## config.mk

```make
export PLATFORM = sky130hd
export DESIGN_NAME = utf8_check_json_escape_unit
export DESIGN_NICKNAME = d
export VERILOG_FILES = /design/src/hw/rtl/u8jesc_pkg.sv /design/src/hw/rtl/utf8_check_json_escape_unit.sv
export SDC_FILE = /design/constraint.sdc
export NUM_CORES = 1
export LEC_CHECK = 0
export ABC_AREA = 1
export BUFFER_PORTS_ARGS = -buffer_cell sky130_fd_sc_hd__buf_2
export CORE_UTILIZATION = 50
export CTS_CLUSTER_SIZE = 40
export DETAILED_ROUTE_END_ITERATION = 7
export HOLD_SLACK_MARGIN = 0.1
export PLACE_DENSITY = 0.74
export SLEW_MARGIN = 5
export SYNTH_ARGS = -nofsm -noshare
export SYNTH_HDL_FRONTEND = slang
export SYNTH_SLANG_ARGS = --single-unit
```

## constraint.sdc

```tcl
create_clock -name clock -period 2.1 [get_ports clock]
set_input_delay 0.315 -clock clock [delete_from_list [all_inputs] [get_ports clock]]
set_output_delay 0.315 -clock clock [all_outputs]
set_load 0.02 [all_outputs]
```

## src/hw/rtl/u8jesc_pkg.sv

```systemverilog
package u8jesc_pkg;

   // limit on the byte after a three- or four-byte lead
   typedef enum logic [2:0] {
      RULE_NONE   = 3'd0,
      RULE_MIN_A0 = 3'd1,
      RULE_MAX_9F = 3'd2,
      RULE_MIN_90 = 3'd3,
      RULE_MAX_8F = 3'd4
   } rule_type;

   typedef logic [1:0] pend_type;
   typedef logic [2:0] esc_idx_type;

   localparam logic [7:0] CONT_MASK    = 8'hc0;
   localparam logic [7:0] CONT_PATTERN = 8'h80;
   localparam logic [7:0] LEAD2_LO     = 8'hc2;
   localparam logic [7:0] LEAD2_HI     = 8'hdf;
   localparam logic [7:0] LEAD3_LO     = 8'he0;
   localparam logic [7:0] LEAD3_HI     = 8'hef;
   localparam logic [7:0] LEAD4_LO     = 8'hf0;
   localparam logic [7:0] LEAD4_HI     = 8'hf4;
   localparam logic [7:0] LEAD_E0      = 8'he0;
   localparam logic [7:0] LEAD_ED      = 8'hed;
   localparam logic [7:0] LEAD_F0      = 8'hf0;
   localparam logic [7:0] LEAD_F4      = 8'hf4;
   localparam logic [7:0] LIM_A0       = 8'ha0;
   localparam logic [7:0] LIM_9F       = 8'h9f;
   localparam logic [7:0] LIM_90       = 8'h90;
   localparam logic [7:0] LIM_8F       = 8'h8f;
   localparam logic [7:0] ASCII_MAX    = 8'h7f;

   localparam logic [7:0] CH_QUOTE = 8'h22;
   localparam logic [7:0] CH_BSL   = 8'h5c;
   localparam logic [7:0] CH_BS    = 8'h08;
   localparam logic [7:0] CH_FF    = 8'h0c;
   localparam logic [7:0] CH_LF    = 8'h0a;
   localparam logic [7:0] CH_CR    = 8'h0d;
   localparam logic [7:0] CH_TAB   = 8'h09;
   localparam logic [7:0] CH_SPACE = 8'h20;
   localparam logic [7:0] CH_LOW_B = 8'h62;
   localparam logic [7:0] CH_LOW_F = 8'h66;
   localparam logic [7:0] CH_LOW_N = 8'h6e;
   localparam logic [7:0] CH_LOW_R = 8'h72;
   localparam logic [7:0] CH_LOW_T = 8'h74;
   localparam logic [7:0] CH_LOW_U = 8'h75;
   localparam logic [7:0] CH_ZERO  = 8'h30;
   localparam logic [7:0] CH_LOW_A = 8'h61;

   localparam esc_idx_type LEN_PLAIN = 3'd1;
   localparam esc_idx_type LEN_SHORT = 3'd2;
   localparam esc_idx_type LEN_UHEX  = 3'd6;

   function automatic logic rule_ok(rule_type rule, logic [7:0] b);
      logic ok;
      unique case (rule)
         RULE_MIN_A0: ok = (b >= LIM_A0);
         RULE_MAX_9F: ok = (b <= LIM_9F);
         RULE_MIN_90: ok = (b >= LIM_90);
         RULE_MAX_8F: ok = (b <= LIM_8F);
         default:     ok = 1'b1;
      endcase
      return ok;
   endfunction

   // second character of a two-byte escape, zero if none
   function automatic logic [7:0] short_char(logic [7:0] b);
      logic [7:0] c;
      unique case (b)
         CH_QUOTE: c = CH_QUOTE;
         CH_BSL:   c = CH_BSL;
         CH_BS:    c = CH_LOW_B;
         CH_FF:    c = CH_LOW_F;
         CH_LF:    c = CH_LOW_N;
         CH_CR:    c = CH_LOW_R;
         CH_TAB:   c = CH_LOW_T;
         default:  c = 8'h00;
      endcase
      return c;
   endfunction

   function automatic esc_idx_type esc_len(logic [7:0] b);
      esc_idx_type n;
      if (short_char(b) != 8'h00) begin
         n = LEN_SHORT;
      end else if (b < CH_SPACE) begin
         n = LEN_UHEX;
      end else begin
         n = LEN_PLAIN;
      end
      return n;
   endfunction

   function automatic logic [7:0] hex_char(logic [3:0] nib);
      logic [7:0] c;
      if (nib < 4'd10) begin
         c = CH_ZERO + {4'h0, nib};
      end else begin
         c = CH_LOW_A + {4'h0, nib} - 8'd10;
      end
      return c;
   endfunction

   function automatic logic [7:0] esc_char(logic [7:0] b, esc_idx_type idx);
      logic [7:0]  c;
      esc_idx_type n;
      n = esc_len(b);
      if (n == LEN_PLAIN) begin
         c = b;
      end else if (idx == 3'd0) begin
         c = CH_BSL;
      end else if (n == LEN_SHORT) begin
         c = short_char(b);
      end else begin
         unique case (idx)
            3'd1:    c = CH_LOW_U;
            3'd4:    c = hex_char(b[7:4]);
            3'd5:    c = hex_char(b[3:0]);
            default: c = CH_ZERO;
         endcase
      end
      return c;
   endfunction

endpackage

```

## src/hw/rtl/utf8_check_json_escape_unit.sv

```systemverilog
// channel | dir | tdata (low bit up)     | tlast         | tuser (low bit up)
// req_    | in  | data_byte[7:0]         | end_of_string | -
// rsp_    | out | out_byte[7:0]          | last_of_run   | utf8_error, string_done
//
// One input byte is checked and latched per cycle while req_tready is high; its
// escape sequence (1, 2 or 6 words) is then sent from the result register, one
// word per cycle while rsp_tready is high. Plain bytes stream at one word per
// cycle if unstalled; an escape keeps req_tready low as its sequence index steps.
// A new byte is taken in the same cycle the final word of the previous one leaves.
// Synchronous active-high reset clears the UTF-8 state and empties the output.
module utf8_check_json_escape_unit
   import u8jesc_pkg::*;
(
   input  logic       clock,
   input  logic       reset,
   input  logic       req_tvalid,
   output logic       req_tready,
   input  logic [7:0] req_tdata,   // data_byte
   input  logic       req_tlast,   // end_of_string
   output logic       rsp_tvalid,
   input  logic       rsp_tready,
   output logic [7:0] rsp_tdata,   // out_byte
   output logic       rsp_tlast,   // last_of_run
   output logic [1:0] rsp_tuser    // [0] utf8_error, [1] string_done
);

   // UTF-8 checker state
   pend_type    pend_ff, pend_in;
   rule_type    rule_ff, rule_in;
   logic        err_ff, err_in;

   // result register
   logic        valid_ff, valid_in;
   logic [7:0]  byte_ff, byte_in;
   logic        eos_ff, eos_in;
   logic        oerr_ff, oerr_in;
   esc_idx_type idx_ff, idx_in;
   esc_idx_type len_ff, len_in;

   logic        req_fire;
   logic        rsp_final;
   logic [7:0]  b;
   pend_type    pend_c;
   rule_type    rule_c;
   logic        err_c;
   logic        cont;

   assign rsp_final  = (idx_ff == len_ff - 3'd1);
   assign req_tready = !valid_ff || (rsp_tready && rsp_final);
   assign req_fire   = req_tvalid && req_tready;
   assign b          = req_tdata;

   always_comb begin
      pend_c = pend_ff;
      rule_c = rule_ff;
      err_c  = err_ff;
      cont   = 1'b0;
      if (pend_ff != 2'd0) begin
         if ((b & CONT_MASK) == CONT_PATTERN) begin
            cont = 1'b1;
            if (!rule_ok(rule_ff, b)) begin
               err_c = 1'b1;
            end
            rule_c = RULE_NONE;
            pend_c = pend_ff - 2'd1;
         end else begin
            // sequence cut short: drop it and treat this byte as a lead
            err_c  = 1'b1;
            pend_c = 2'd0;
            rule_c = RULE_NONE;
         end
      end
      if (!cont) begin
         rule_c = RULE_NONE;
         priority if (b <= ASCII_MAX) begin
            pend_c = 2'd0;
         end else if (b >= LEAD2_LO && b <= LEAD2_HI) begin
            pend_c = 2'd1;
         end else if (b >= LEAD3_LO && b <= LEAD3_HI) begin
            pend_c = 2'd2;
            if (b == LEAD_E0) begin
               rule_c = RULE_MIN_A0;
            end else if (b == LEAD_ED) begin
               rule_c = RULE_MAX_9F;
            end
         end else if (b >= LEAD4_LO && b <= LEAD4_HI) begin
            pend_c = 2'd3;
            if (b == LEAD_F0) begin
               rule_c = RULE_MIN_90;
            end else if (b == LEAD_F4) begin
               rule_c = RULE_MAX_8F;
            end
         end else begin
            pend_c = 2'd0;
            err_c  = 1'b1;
         end
      end
      // truncated at end of string
      if (req_tlast && pend_c != 2'd0) begin
         err_c = 1'b1;
      end
   end

   always_comb begin
      pend_in  = pend_ff;
      rule_in  = rule_ff;
      err_in   = err_ff;
      valid_in = valid_ff;
      byte_in  = byte_ff;
      eos_in   = eos_ff;
      oerr_in  = oerr_ff;
      idx_in   = idx_ff;
      len_in   = len_ff;
      if (valid_ff && rsp_tready) begin
         if (rsp_final) begin
            valid_in = 1'b0;
         end else begin
            idx_in = idx_ff + 3'd1;
         end
      end
      if (req_fire) begin
         valid_in = 1'b1;
         byte_in  = b;
         eos_in   = req_tlast;
         oerr_in  = err_c;
         idx_in   = 3'd0;
         len_in   = esc_len(b);
         if (req_tlast) begin
            pend_in = 2'd0;
            rule_in = RULE_NONE;
            err_in  = 1'b0;
         end else begin
            pend_in = pend_c;
            rule_in = rule_c;
            err_in  = err_c;
         end
      end
   end

   always_ff @(posedge clock) begin
      if (reset) begin
         pend_ff  <= 2'd0;
         rule_ff  <= RULE_NONE;
         err_ff   <= 1'b0;
         valid_ff <= 1'b0;
      end else begin
         pend_ff  <= pend_in;
         rule_ff  <= rule_in;
         err_ff   <= err_in;
         valid_ff <= valid_in;
      end
      byte_ff <= byte_in;
      eos_ff  <= eos_in;
      oerr_ff <= oerr_in;
      idx_ff  <= idx_in;
      len_ff  <= len_in;
   end

   assign rsp_tvalid = valid_ff;
   assign rsp_tdata  = esc_char(byte_ff, idx_ff);
   assign rsp_tlast  = rsp_final;
   assign rsp_tuser  = {eos_ff && rsp_final, oerr_ff};

   a_idx_in_range: assert property (@(posedge clock) disable iff (reset)
      valid_ff |-> idx_ff < len_ff)
      else $error("escape index past sequence length");

   a_state_clear_at_end: assert property (@(posedge clock) disable iff (reset)
      req_fire && req_tlast |=> pend_ff == 2'd0 && rule_ff == RULE_NONE && !err_ff)
      else $error("checker state not cleared after end of string");

   a_no_take_mid_escape: assert property (@(posedge clock) disable iff (reset)
      req_tready && valid_ff |-> rsp_tready && rsp_tlast)
      else $error("input taken while escape sequence still pending");

   a_done_on_last: assert property (@(posedge clock) disable iff (reset)
      rsp_tvalid && rsp_tuser[1] |-> rsp_tlast)
      else $error("string_done on a word that is not last of its run");

endmodule

```

; Word-level counts from Yosys, hierarchy flattened
; Index checks and enable logic that the tools add are counted.
[word_totals]
reg_bits = 23
word_cells = 133
output_inout_bits = 13
[op_classes]
eq_ne = 30
addsub = 9
muxes = 49
reduce_logical = 20
magnitude_cmp = 15
bitwise = 1
[op_table]
columns = op, count
row1 = $pmux W7 S7, 2
row2 = $eq A8 B4 Y1 const B, 10
row3 = $mux W8, 6
row4 = $ge A8 B8 Y1 const B, 5
row5 = $le A8 B8 Y1 const B, 5
row6 = $mux W3, 12
row7 = $eq A8 B8 Y1 const B, 4
row8 = $pmux W8 S3, 1
row9 = $mux W2, 10
row10 = $mux W1, 17
row11 = $add A7 B4 Y8 const A, 2
row12 = $eq A8 B6 Y1 const B, 2
row13 = $eq A8 B7 Y1 const B, 2
row14 = $lt A8 B6 Y1 const B, 2
row15 = $reduce_bool A8 Y1, 2
row16 = $sub A8 B4 Y8 const B, 2
row17 = $add A6 B4 Y7 const A, 2
row18 = $eq A3 B1 Y1 const B, 3
row19 = $eq A3 B2 Y1 const B, 3
row20 = $eq A3 B3 Y1 const B, 3
row21 = $le A8 B7 Y1 const B, 1
row22 = $logic_and A1 B1 Y1, 8
row23 = $lt A4 B4 Y1 const B, 2
row24 = $reduce_bool A2 Y1, 4
row25 = 12 further kinds, 14

; Logic depth before layout (Yosys ltp)
[logic_depth]
word_depth = 14
depth_mapped = 14
ltp_nobuf = 14

; Worst setup path after synthesis
; Ideal clock, no wire load.
[synth_path]
path_kind = reg-to-output
start = register byte_ff[0]
end = output rsp_tdata[6]
arrival_ns = 1.700
stages_incl_launch_ff = 12
path_slack_ns = 0.085
path_buffers = 0
cell_sequence = edfxtp_1 > inv_1 > ha_1 > inv_1 > nor2_4 > o21ai_2 > nand2_2 > nor2_4 > nand2_2 > inv_4 > nand2_4 > o21ai_1
[synth_via]
elab_chain_cells = 8
[synth_lines]
columns = element, line_no
row1 = from (decl), utf8_check_json_escape_unit.sv:34  ; logic [7:0] byte_ff, byte_in;
row2 = from (signal assigned), utf8_check_json_escape_unit.sv:152  ; byte_ff <= byte_in;
row3 = "parallel branches: the longest is 7 deep, another holds $add A7 B4 Y8", -
row4 = $mux W8 (*), u8jesc_pkg.sv:108  ; if (n == LEN_PLAIN) begin
row5 = to (decl), utf8_check_json_escape_unit.sv:22  ; output logic [7:0] rsp_tdata,
; Mark *: on every way between the ends.

; Worst setup path after layout
[layout_path]
start = register byte_ff[3]
end = output rsp_tdata[5]
; Same word-level chain as after synthesis.

==> impl_results.html <==
<table>
<tr><th>Metric</th><th>Value</th></tr>
<tr><th colspan="2">Worst setup path</th></tr>
<tr><td>Startpoint of the worst register-to-register path</td><td>len_ff[0]$_SDFFCE_PP0P_</td></tr>
<tr><td>Reg-to-reg endpoint</td><td>rule_ff[0]$_SDFFE_PP0P_</td></tr>
<tr><td>Buf/Inv on CP</td><td>4</td></tr>
<tr><td>Critical Path RT</td><td>1780 ps</td></tr>
<tr><td>Crit path launch type</td><td>register</td></tr>
<tr><td>Data arrival time of the critical path</td><td>2030 ps</td></tr>
<tr><td>Cell Chain, Critical Path</td><td>buf_6 -&gt; nor3_2 -&gt; nand3_2 -&gt; nand2_2 -&gt; nor2_4 -&gt; buf_4 -&gt; buf_4 -&gt; o211ai_1 -&gt; nand2_1 -&gt; nand2_1 -&gt; buf_4</td></tr>
<tr><td>Critical path capture point type</td><td>output port</td></tr>
<tr><td>Count of cells along the worst register-to-register path</td><td>11</td></tr>
<tr><td>Max incr delay on CP</td><td>550 ps</td></tr>
<tr><td>CP max-delay cell</td><td>sky130_fd_sc_hd__edfxtp_1</td></tr>
<tr><td>Register-to-register setup slack</td><td>220 ps</td></tr>
<tr><td>Highest fanout seen on the critical path</td><td>6</td></tr>
<tr><td>Most common cell on crit path</td><td>sky130_fd_sc_hd__buf_4</td></tr>
<tr><td>Setup Crit Path Kind</td><td>register to output port</td></tr>
<tr><td>Kind of cell adding the most delay to the critical path</td><td>simple AND/OR/NAND/NOR gates</td></tr>
<tr><th colspan="2">Yosys</th></tr>
<tr><td>Fraction of the yosys area taken by sequential cells</td><td>31.16%</td></tr>
<tr><td>Synth warnings</td><td>0</td></tr>
<tr><td>Area share of the largest cell type after synthesis</td><td>20.59%</td></tr>
<tr><td>Average cell area after synthesis</td><td>6.698 sq um</td></tr>
<tr><td>Library cell occupying the most area in the post-synthesis netlist</td><td>sky130_fd_sc_hd__edfxtp_1</td></tr>
<tr><td>Mapped cell area</td><td>1896 sq um</td></tr>
<tr><td>Number of standard cells after synthesis</td><td>283</td></tr>
<tr><td>Net Count, Synth</td><td>309</td></tr>
<tr><td>Most area-consuming cells after synthesis</td><td>sky130_fd_sc_hd__edfxtp_1, sky130_fd_sc_hd__nand2_1, sky130_fd_sc_hd__dfxtp_1, sky130_fd_sc_hd__inv_1, sky130_fd_sc_hd__ha_1</td></tr>
<tr><td>Distinct cell type count after synthesis</td><td>31</td></tr>
<tr><td>Synth Register Bits</td><td>23</td></tr>
<tr><th colspan="2">Global route</th></tr>
<tr><td>All-Layer GR Usage</td><td>21.84%</td></tr>
<tr><td>Pin count of the biggest net entering global routing</td><td>17</td></tr>
<tr><td>Number of global-route vias before repair</td><td>1748</td></tr>
<tr><td>Gr ovfl total</td><td>0</td></tr>
<tr><td>First-pass GRT wire length</td><td>7189 um</td></tr>
<tr><td>Number of antenna violations at the first check in global routing</td><td>0</td></tr>
<tr><th colspan="2">Die</th></tr>
<tr><td>Die Outline Area</td><td>4041 sq um</td></tr>
<tr><td>Horizontal die dimension</td><td>63.57 um</td></tr>
<tr><td>Boundary pin count</td><td>26</td></tr>
<tr><td>Die Ht</td><td>63.57 um</td></tr>
<tr><td>Effective utilization at floorplan</td><td>51.78%</td></tr>
<tr><td>Number of placement rows</td><td>22</td></tr>
<tr><td>Area inside the core boundary</td><td>3661 sq um</td></tr>
<tr><th colspan="2">STA</th></tr>
<tr><td>Unrepaired setup endpoints after global routing</td><td>true</td></tr>
<tr><td>Clock Skews</td><td>6.783 ps</td></tr>
<tr><td>Number of slew-limit violations in the final report</td><td>0</td></tr>
<tr><td>Max frequency</td><td>426.1 MHz</td></tr>
<tr><td>Ratio of final minimum period to clock period</td><td>111.8%</td></tr>
<tr><td>Fin Hold WS</td><td>277.9 ps</td></tr>
<tr><td>Count of endpoints failing hold in the final timing report</td><td>0</td></tr>
<tr><td>Final worst path period need</td><td>2347 ps</td></tr>
<tr><td>Setup_tns</td><td>-1552 ps</td></tr>
<tr><td>Count of final setup violators</td><td>7</td></tr>
<tr><td>Worst slew slack as a fraction of its limit</td><td>66.82%</td></tr>
<tr><td>Tightest Pin Transition</td><td>493.1 ps</td></tr>
<tr><td>Worst-case setup margin in the final layout</td><td>-246.8 ps</td></tr>
<tr><th colspan="2">CTS</th></tr>
<tr><td>Root buffer cell</td><td>sky130_fd_sc_hd__clkbuf_8</td></tr>
<tr><td>Clock tree from TritonCTS</td><td>yes</td></tr>
<tr><td>Buffer depth of the longest clock path</td><td>2</td></tr>
<tr><td>Maximum level of the CTS H-tree</td><td>1</td></tr>
<tr><td>Latest clock arrival within the worst-skew pair</td><td>260 ps</td></tr>
<tr><td>Cts bufs inserted</td><td>3</td></tr>
<tr><td>CTS sink cnt</td><td>23</td></tr>
<tr><td>Clk pin slew, worst setup/hold paths</td><td>70 ps</td></tr>
<tr><th colspan="2">Routing</th></tr>
<tr><td>Total via count after detailed routing</td><td>2020</td></tr>
<tr><td>Number of nets with antenna violations after detailed routing</td><td>0</td></tr>
<tr><td>Routed len/inst</td><td>12.27 um</td></tr>
<tr><td>Number of iterations in the first detailed-routing pass</td><td>4</td></tr>
<tr><td>DRC</td><td>0</td></tr>
<tr><td>Average vias per placed instance</td><td>5.260</td></tr>
<tr><td>Count of routing violations after the opening detailed-route iteration</td><td>137</td></tr>
<tr><td>Wire length reported by the detailed router</td><td>4711 um</td></tr>
<tr><th colspan="2">Pwr</th></tr>
<tr><td>Power per Cell Area</td><td>651.7 nW/um^2</td></tr>
<tr><td>Worst-case vdd ir drop</td><td>321.9 uV</td></tr>
<tr><td>Leak</td><td>0.001248 uW</td></tr>
<tr><th colspan="2">Placed design</th></tr>
<tr><td>Pre-CTS setup slack</td><td>65.06 ps</td></tr>
<tr><td>Routability congestion estimate</td><td>0.8829</td></tr>
<tr><td>Half-perimeter wire length after placement</td><td>3346 um</td></tr>
<tr><td>Placed Cells incl. Taps</td><td>362</td></tr>
<tr><td>Number of buffer cells added on primary ports</td><td>25</td></tr>
<tr><th colspan="2">Hold path</th></tr>
<tr><td>Endpoint of the worst hold path</td><td>byte_ff[0]$_DFFE_PP_</td></tr>
<tr><td>Number of stages on the worst hold path</td><td>1</td></tr>
<tr><td>Worst Min Path Start</td><td>req_tdata[0]</td></tr>
<tr><td>Classification of the worst-slack hold path</td><td>primary input to register</td></tr>
<tr><th colspan="2">Cells and area</th></tr>
<tr><td>Layout cells sized above 1</td><td>33.33%</td></tr>
<tr><td>Area delta synth-&gt;final</td><td>32.61%</td></tr>
<tr><td>Leading cell type in the layout, fill and taps excluded</td><td>sky130_fd_sc_hd__nand2_1</td></tr>
<tr><td>Leading cell types in the layout, fill and taps excluded</td><td>sky130_fd_sc_hd__nand2_1, sky130_fd_sc_hd__inv_1, sky130_fd_sc_hd__nand3_1, sky130_fd_sc_hd__buf_4, sky130_fd_sc_hd__nor2_1</td></tr>
<tr><td>Final Instance Count excl. Fillers</td><td>384</td></tr>
<tr><td>Diodes inserted</td><td>0</td></tr>
<tr><td>Number of nets in the layout</td><td>363</td></tr>
<tr><th colspan="2">Run status</th></tr>
<tr><td>Outcome</td><td>finished, violations left</td></tr>
<tr><td>Failing checks</td><td>negative setup slack</td></tr>
<tr><th colspan="2">Job</th></tr>
<tr><td>Number of maximum-capacitance violations</td><td>0</td></tr>
</table>
timing repair:
action / 4_1_cts / 5_1_grt
buffers inserted: 2 / 16
gates cloned: 0 / 0
pin swaps: 10 / 19
hold buffers: 0 / 0
endpoints found under the setup margin: 7 / 9
gates resized for setup: 23 / 40
synth_stat cells:
master	count
sky130_fd_sc_hd__a21boi_0	1
sky130_fd_sc_hd__a21oi_1	14
sky130_fd_sc_hd__a21oi_2	1
sky130_fd_sc_hd__a31oi_1	1
sky130_fd_sc_hd__buf_4	2
sky130_fd_sc_hd__clkbuf_1	1
sky130_fd_sc_hd__dfxtp_1	10
sky130_fd_sc_hd__edfxtp_1	13
sky130_fd_sc_hd__ha_1	13
sky130_fd_sc_hd__inv_1	51
sky130_fd_sc_hd__inv_2	2
sky130_fd_sc_hd__inv_4	2
sky130_fd_sc_hd__nand2_1	74
sky130_fd_sc_hd__nand2_2	6
sky130_fd_sc_hd__nand2_4	1
sky130_fd_sc_hd__nand3_1	31
sky130_fd_sc_hd__nand4_1	2
sky130_fd_sc_hd__nand4_2	1
sky130_fd_sc_hd__nor2_1	25
sky130_fd_sc_hd__nor2_2	3
sky130_fd_sc_hd__nor2_4	2
sky130_fd_sc_hd__nor3_1	4
sky130_fd_sc_hd__nor4_1	1
sky130_fd_sc_hd__o211ai_1	5
sky130_fd_sc_hd__o21ai_0	8
sky130_fd_sc_hd__o21ai_1	1
sky130_fd_sc_hd__o21ai_2	2
sky130_fd_sc_hd__o221ai_1	2
sky130_fd_sc_hd__o31ai_1	1
sky130_fd_sc_hd__xnor2_1	2
sky130_fd_sc_hd__xor2_1	1
area by class of cell:
type,count,area (sq um)
timing repair buffer,52,390.4
sequential,23,590.6
multi-input combinational,202,1205
inverter,55,221.5
clock buffer,3,41.29
clock inverter,1,5.005
tap,48,60.06
fill,313,1147
worst max path at each step:
stage,from,to,slack [ps],cells after the start
finish,byte_ff[3]$_DFFE_PP_,rsp_tdata[5],-250,11
CTS,byte_ff[1]$_DFFE_PP_,rsp_tdata[1],-160,13
global route,byte_ff[2]$_DFFE_PP_,rsp_tdata[3],-330,13
detailed placement,byte_ff[1]$_DFFE_PP_,rsp_tdata[0],70,13
floorplan,byte_ff[0]$_DFFE_PP_,rsp_tdata[6],90,11
global placement,byte_ff[1]$_DFFE_PP_,rsp_tdata[4],120,14
through the flow:
stage               area [sq um]  utilization (%)  total power (uW)
global placement            2142            58.51              1198
CTS                         2261            61.76              1512
global route                2514            68.66              1756
floorplan                   1896                -              1020
detailed placement          2142            58.51              1205
finish                      2514            68.66              1638
cells by family after synthesis:
family	count (synthesis)	share of synthesized area, %
DFF	23	31.15
adders and majority gates	13	8.581
xor gates and xnor gates	3	1.386
AOI/OAI and AO/OA	36	11.49
buffers and inverters	58	12.14
and+or+nand+nor	150	35.25
report_power, final:
group	internal [uW]	switching (uW)
clock network	132	133
registers	535	46.6
logic	328	463
total	995	643
metal layers:
| layer | GRT usage [%] | up-vias | share of wire [%] |
|---|---|---|---|
| met5 | 0 | - | 0 |
| met4 | 5.682 | 0 | 1.9 |
| met3 | 3.986 | 14 | 4.9 |
| met2 | 38.16 | 82 | 51 |
| met1 | 27.27 | 913 | 42 |
| li1 | - | 1011 | - |
worst reg2reg max path: stages, from the launching register on:
cell                       delay [ps]
sky130_fd_sc_hd__edfxtp_1         430
sky130_fd_sc_hd__inv_2             70
sky130_fd_sc_hd__ha_1             240
sky130_fd_sc_hd__xnor2_1          130
sky130_fd_sc_hd__nor2_1           110
sky130_fd_sc_hd__nand2_2           90
sky130_fd_sc_hd__nand2_2          100
sky130_fd_sc_hd__nand3_1          140
sky130_fd_sc_hd__inv_1            130
sky130_fd_sc_hd__buf_12           150
sky130_fd_sc_hd__nand3_1           90
sky130_fd_sc_hd__a21oi_1          130
registers in the layout (all words and copies together), names as in the netlist:
register    count
rsp_tvalid      1
err_ff          1
oerr_ff         1
rule_ff         3
eos_ff          1
len_ff          3
pend_ff         2
byte_ff         8
idx_ff          3
Power figures use the tool's default switching activity.
